<file path="config.mk">
export PLATFORM = sky130hd
export DESIGN_NAME = lcc_dist_unit
export DESIGN_NICKNAME = d
export VERILOG_FILES = /design/src/rtl/assert_macros.svh /design/src/rtl/lcc_pkg.sv /design/src/rtl/lcc_dist_unit.sv
export SDC_FILE = /design/constraint.sdc
export NUM_CORES = 1
export LEC_CHECK = 0
export BUFFER_PORTS_ARGS = -buffer_cell sky130_fd_sc_hd__clkbuf_2
export CAP_MARGIN = 10
export CORE_ASPECT_RATIO = 0.75
export CORE_UTILIZATION = 61
export CTS_CLUSTER_SIZE = 40
export DETAILED_ROUTE_END_ITERATION = 7
export PLACE_DENSITY_LB_ADDON = 0.2
export SYNTH_ARGS = -nofsm -noshare
export SYNTH_HDL_FRONTEND = slang
export SYNTH_SLANG_ARGS = --single-unit
</file>
<file path="constraint.sdc">
create_clock -name aclk -period 7.2 [get_ports aclk]
set_input_delay 0.36 -clock aclk [delete_from_list [all_inputs] [get_ports aclk]]
set_output_delay 0.36 -clock aclk [all_outputs]
set_load 0.05 [all_outputs]
</file>
<file path="src/rtl/assert_macros.svh">
//------------------------------------------------------------------------------
// Assertion macros
// Shared concurrent assertion forms for the clustering block.
//------------------------------------------------------------------------------
`ifndef ASSERT_MACROS_SVH
`define ASSERT_MACROS_SVH

// Checked at every rising edge of aclk while aresetn is high.
`define ASSERT_SYNC(lbl, prop, msg) \
    lbl: assert property (@(posedge aclk) disable iff (!aresetn) prop) else $error(msg);

// Checked at every rising edge of aclk, reset included.
`define ASSERT_ALWAYS(lbl, prop, msg) \
    lbl: assert property (@(posedge aclk) prop) else $error(msg);

`endif

</file>
<file path="src/rtl/lcc_pkg.sv">
//------------------------------------------------------------------------------
// lcc_pkg
// Types and fixed constants shared by the leader clustering block.
//------------------------------------------------------------------------------
package lcc_pkg;

    // Register file layout.
    localparam int EPS_W     = 38;
    localparam int DIMS_W    = 5;
    localparam int CFG_IDX_W = 4;
    localparam int CFG_DAT_W = EPS_W;

    localparam logic [CFG_IDX_W-1:0] REG_EPS_SQUARED = CFG_IDX_W'(0);
    localparam logic [CFG_IDX_W-1:0] REG_DIMS_IN_USE = CFG_IDX_W'(1);

    // Squared distances saturate at the top of this width.
    localparam int ACC_W = 64;

    // Result word layout.
    localparam int COUNT_W    = 7;
    localparam int OUT_W      = 16;
    localparam int BIT_KEPT   = 0;
    localparam int BIT_COUNT  = 1;
    localparam int BIT_FULL   = BIT_COUNT + COUNT_W;

    // Tags that travel with each element through the distance pipeline.
    typedef struct packed {
        logic valid;
        logic first_dim;
        logic last_dim;
        logic last_center;
    } dist_ctl_t;

    // One verdict per center.
    typedef struct packed {
        logic valid;
        logic far;
        logic last_center;
    } dist_res_t;

endpackage

</file>
<file path="src/rtl/lcc_dist_unit.sv">
//------------------------------------------------------------------------------
// lcc_dist_unit
// Pipelined difference, square and saturating accumulate for one coordinate
// per cycle, with the threshold compare at the last coordinate of a center.
//------------------------------------------------------------------------------
module lcc_dist_unit
    import lcc_pkg::*;
#(
    parameter int COORD_WIDTH = 16
) (
    input  logic                          aclk,
    input  logic                          aresetn,
    input  dist_ctl_t                     ctl_i,
    input  logic signed [COORD_WIDTH-1:0] point_i,
    input  logic signed [COORD_WIDTH-1:0] center_i,
    input  logic [EPS_W-1:0]              eps_i,
    output dist_res_t                     res_o
);

    localparam int SQ_W = 2 * COORD_WIDTH;

    dist_ctl_t              ctl_c_reg;
    dist_ctl_t              ctl_d_reg;
    dist_res_t              res_reg;
    logic [COORD_WIDTH-1:0] abs_c_reg;
    logic [SQ_W-1:0]        sq_d_reg;
    logic [ACC_W-1:0]       acc_reg;

    logic [COORD_WIDTH:0]   diff;
    logic [COORD_WIDTH:0]   mag;
    logic [SQ_W-1:0]        sq;
    logic [ACC_W-1:0]       base;
    logic [ACC_W:0]         sum;
    logic [ACC_W-1:0]       sat;

    // The difference of two coordinates needs one extra bit; its magnitude
    // fits back into the coordinate width.
    always_comb begin
        diff = {point_i[COORD_WIDTH-1], point_i} - {center_i[COORD_WIDTH-1], center_i};
        mag  = diff[COORD_WIDTH] ? (~diff + 1'b1) : diff;
    end

    assign sq = abs_c_reg * abs_c_reg;

    always_comb begin
        base = ctl_d_reg.first_dim ? '0 : acc_reg;
        sum  = {1'b0, base} + (ACC_W + 1)'(sq_d_reg);
        sat  = sum[ACC_W] ? '1 : sum[ACC_W-1:0];
    end

    always_ff @(posedge aclk) begin
        if (!aresetn) begin
            ctl_c_reg <= '0;
            ctl_d_reg <= '0;
            res_reg   <= '0;
        end else begin
            ctl_c_reg         <= ctl_i;
            ctl_d_reg         <= ctl_c_reg;
            res_reg.valid     <= ctl_d_reg.valid && ctl_d_reg.last_dim;
            res_reg.far       <= sat > ACC_W'(eps_i);
            res_reg.last_center <= ctl_d_reg.last_center;
        end
    end

    always_ff @(posedge aclk) begin
        abs_c_reg <= mag[COORD_WIDTH-1:0];
        sq_d_reg  <= sq;
        if (ctl_d_reg.valid) begin
            acc_reg <= sat;
        end
    end

    assign res_o = res_reg;

endmodule

</file>
# --- Word level (Yosys, flattened, before mapping) ---
# Index checks and enable logic that the tools add are counted.
totals:
  latchBits: 0
  out_inout_bits: 3
  word_cells: 24
  n_memories: 0
  mem_bits_ro: 0
  in_bits: 76
  regBits: 123
  ram_bits: 0
op_classes:
  magnitude_cmp: 1
  eq_ne: 0
  shifts: 0
  addsub: 3
  n_div: 0
  bitwise: 1
  mul: 1
  mux: 3
  reduce_logical: 1
op_table:
  columns: ["operator", "count"]
  rows:
  - ["64-bit two-way mux", 2]
  - ["64-bit by 32-bit adder with 65-bit output", 1]
  - ["64-bit by 38-bit greater-than comparator with 1-bit output", 1]
  - ["16-bit by 16-bit multiplier with 32-bit output", 1]
  - ["16-bit by 16-bit subtractor with 17-bit output", 1]
  - ["16-bit by 1-bit adder with 16-bit output (second input constant)", 1]
  - ["16-bit two-way mux", 1]
  - ["16-bit inverter", 1]
  - ["1-bit logical AND", 1]

# --- Longest topological paths before layout ---
logic_depth:
  word_depth: 4
  mapped_depth: 30
  ltp_nobuf: 26

# --- Worst setup path before layout ---
# OpenSTA, ideal clock, no wires.
synth_path:
  kind: "reg2reg"
  startpoint: "register abs_c_reg[4]"
  endpoint: "register sq_d_reg[30]"
  setup_ps: 118
  path_stages_with_launch: 23
  required_time_ps: 7082
  setup_slack_ps: 940
  n_path_buf: 2
  period_less_slack_ps: 6260
  arrival_ps: 6142
  path_cell_list: "dfxtp_1 -> clkbuf_1 -> clkbuf_1 -> nand2_1 -> fa_1 -> fa_1 -> inv_1 -> fa_1 -> fa_1 -> fa_1 -> inv_1 -> fa_1 -> inv_1 -> ha_1 -> and3_1 -> nand2_1 -> o21ai_0 -> a41oi_1 -> o31ai_1 -> a21oi_1 -> o21bai_1 -> a21oi_1 -> xnor2_1"
synth_between:
  elab_chain_cells: 1
synth_lines:
  columns: ["item", "line", "rtl"]
  rows:
  - ["start, declared", "lcc_dist_unit.sv:25", "logic [COORD_WIDTH-1:0] abs_c_reg;"]
  - ["start signal, assigned", "lcc_dist_unit.sv:66", "abs_c_reg <= mag[COORD_WIDTH-1:0];"]
  - ["16-bit by 16-bit multiplier with 32-bit output", "lcc_dist_unit.sv:43", "assign sq = abs_c_reg * abs_c_reg;"]
  - ["net sq[30]", "lcc_dist_unit.sv:31", "logic [SQ_W-1:0] sq;"]
  - ["end signal, assigned", "lcc_dist_unit.sv:67", "sq_d_reg <= sq;"]
  - ["end, declared", "lcc_dist_unit.sv:26", "logic [SQ_W-1:0] sq_d_reg;"]
# The timed path passes the listed nets, and every way through them passes these cells.
# A chain may end at the register's enable or synchronous reset.

# --- Worst setup path in the final report ---
layout_path:
  startpoint: "register abs_c_reg[6]"
  endpoint: "register sq_d_reg[30]"
# The elaborated chain is that of the path after synthesis.

==> impl_metrics.tcl <==
set metrics [dict create \
    clock_tree.htree_level_count 4 \
    grt.total_usage_pct 28.4 \
    effective_utilization_at_floorplan_pct 62.2 \
    syn_area_um2 15500 \
    postSynth.topFlopCell "edfxtp_1" \
    synth_enable_flop_cells 64 \
    hold_buffers 0 \
    first_global_vias 12276 \
    hpwlAfterDp_um 27700 \
    tritoncts_buffer_count 17 \
    routed-wl-met2_um 14900 \
    fmaxAchievable_mhz 149 \
    initial_antenna_violation_count 0 \
    routed-via-count 12039 \
    synth.yosys.seq_area_share_pct 19.9 \
    grt-ovfl-total 0 \
    cpLargestDelayFamily "adder cells" \
    row_cnt 50 \
    postSynth.asyncResetShare_pct 0 \
    numPortBuffers 78 \
    route.final.wire_length_um 34000 \
    cts_tree "yes" \
    max_slew.worst_pin.slew_ns 1.10 \
    drt-vias-per-instance 5.56 \
    synthTopCellsByArea "fa_1, ha_1, edfxtp_1, inv_1, dfxtp_1" \
    globalplace.congestion 0.936 \
    setup_tns_ns 0 \
    fin_skew_ns 0.0116 \
    drtAntennaViolNets 0 \
    worstSetupPathDepth 21 \
    syn2layout_area_growth_pct 8.94 \
    wl_met1_um 16100 \
    report.final.hold_viol_count 0 \
    fill_cells 2029 \
    largest_register_ff_count 64 \
    synthDominantAreaCellType "fa_1" \
    critical_path_required_ns 7.51 \
    post_cts_resize_count 0 \
    run_status "finished clean" \
    worst_setup_path_start_kind "register" \
    period_share_pct 93.0 \
    worst_path_maximum_fanout 17 \
    met3_length_um 2260 \
    drv_slew 0 \
    grt_max_degree 66 \
    maxCapViolCount 0 \
    detail_route.iter0.violations 868 \
    nets 2241 \
    clock-root-buffer "clkbuf_16" \
    grt_first_pass_wirelength_um 58400 \
    postCtsSetupBuffers 0 \
    wl_per_cell_um 15.7 \
    crit_path_frequent_cell "fa_1" \
    synthTopCellsByCount "inv_1, ha_1, fa_1" \
    synthDistinctLibCells 66 \
    worstHoldPathCells 2 \
    finalWorstPathRequiredPeriod_ns 6.69 \
    report.final.setup_viol 0 \
    dr.pass1.iters 5 \
    criticalPathCategory "register to register" \
    netlist_instances 1744 \
    antenna_cells_inserted 0 \
    synth.ff_latch_count 122 \
    cp_arrival_ns 7.01 \
    path_cells "nand2_1 > fa_1 > fa_1 > inv_1 > fa_1 > fa_1 > fa_1 > inv_1 > fa_1 > inv_1 > ha_1 > and3_1 > nand2_1 > o21ai_0 > a41oi_1 > o31ai_1 > buf_4 > a21oi_1 > o21bai_1 > a21oi_1 > xnor2_1" \
    dr_drc_count 0 \
    design.core.area_um2 25000 \
    cts.sinks 122 \
    slowest_stage "dfxtp_1" \
    synth_top_area_share_pct 21.3 \
    topRoutingLayerUsed "met4" \
    chipWidth_um 186 \
    mappedNetlistNets 2171 \
    clk_path_buf_depth 2 \
    hold_path.class "input pin to register" \
    slew-limit-headroom_pct 26.9 \
    overall_die_area_um2 26100 \
    clk_pin_slew_worst_paths_ns 0.06 \
    crit_path_end_kind "register" \
    worst_r2r_path_depth 21 \
    critical_path.n_buffers_inverters 4 \
    worstSkewPairLatency_ns 0.43 \
    drive_gt1_share_pct 8.48 \
    post-synth-top-count-cell "inv_1" \
    synth_area_per_cell_um2 8.90 \
    die_h_um 140 \
    yosys_warns 0 \
    largest_stage_delay_worst_path_ns 0.81 \
    ioPinCount 79 \
    unrepaired_setup_endpoints_after_global_routing "false" \
]
worst register-to-register path: stages, from the launching register on:
cell	delay [ns]
dfxtp_1	0.81
nand2_1	0.17
fa_1	0.53
fa_1	0.55
inv_1	0.05
fa_1	0.53
fa_1	0.45
fa_1	0.54
inv_1	0.06
fa_1	0.52
inv_1	0.04
ha_1	0.34
and3_1	0.19
nand2_1	0.05
o21ai_0	0.45
a41oi_1	0.27
o31ai_1	0.36
buf_4	0.21
a21oi_1	0.09
o21bai_1	0.14
a21oi_1	0.09
xnor2_1	0.13
final cells by class:
class	instances	area, um2	share of cell area [%]
Clock buffer	20	468	2.77
Clock inverter	12	134	0.792
Inverter	337	1260	7.48
Multi-Input combinational cell	1241	11000	65.1
Sequential cell	122	3090	18.2
Tap cell	338	423	2.50
Timing Repair Buffer	95	531	3.14
cells in the final DEF (no fill, tap or decap), drive strengths merged, types with 34 or more instances in the layout:
cell type / instances
fa: 165
xor2: 36
o21ai: 57
edfxtp: 64
a21o: 34
nor2: 55
and2: 71
a21oi: 87
ha: 186
clkbuf: 98
nand3: 46
dfxtp: 58
xnor2: 78
nand2: 157
nor2b: 51
inv: 342
per-stage QoR:
stage          hold slack [ns]  area, um2  setup slack, ns  std cells  utilization (%)
2_1_floorplan            0.404      15500            0.940       1744                -
3_3_place_gp             0.414      16300            0.787       2133             65.3
3_5_place_dp             0.417      16300            0.594       2133             65.3
4_1_cts                  0.118      16900            0.557       2165             67.7
5_1_grt                  0.132      16900           0.0100       2165             67.7
6_report                 0.139      16900            0.507       2165             67.7
logic make-up (layout without fill, tap and decap cells):
| logic type | after synthesis | after routing | share of synthesized area (%) |
|---|---|---|---|
| flip-flops | 122 | 122 | 19.9 |
| AO/OA/AOI/OAI | 273 | 273 | 11.4 |
| buffers and inverters | 381 | 464 | 9.24 |
| multiplexers | 8 | 8 | 0.556 |
| AND/OR/NAND/NOR | 495 | 495 | 16.3 |
| adder cells (fa/ha/maj) | 351 | 351 | 36.3 |
| XOR/XNOR | 114 | 114 | 6.43 |
per-layer routing:
metal	GRT usage, %	vias up
met5	0	-
met1	39.9	5751
met3	5.72	66
li1	-	5852
met4	9.19	0
met2	43.9	370
final timing paths:
path	slack, ns	startpoint	to
setup / recovery	0.51	abs_c_reg[6]	sq_d_reg[30]
hold / removal	0.14	ctl_i[1]	ctl_c_reg[1]
setup reg to reg	0.51	abs_c_reg[6]	sq_d_reg[30]
hold reg to reg	0.43	ctl_c_reg[2]	ctl_d_reg[2]
Power is not shown: default switching activity piles up to over one toggle a cycle in this logic, so the estimate is an artifact.
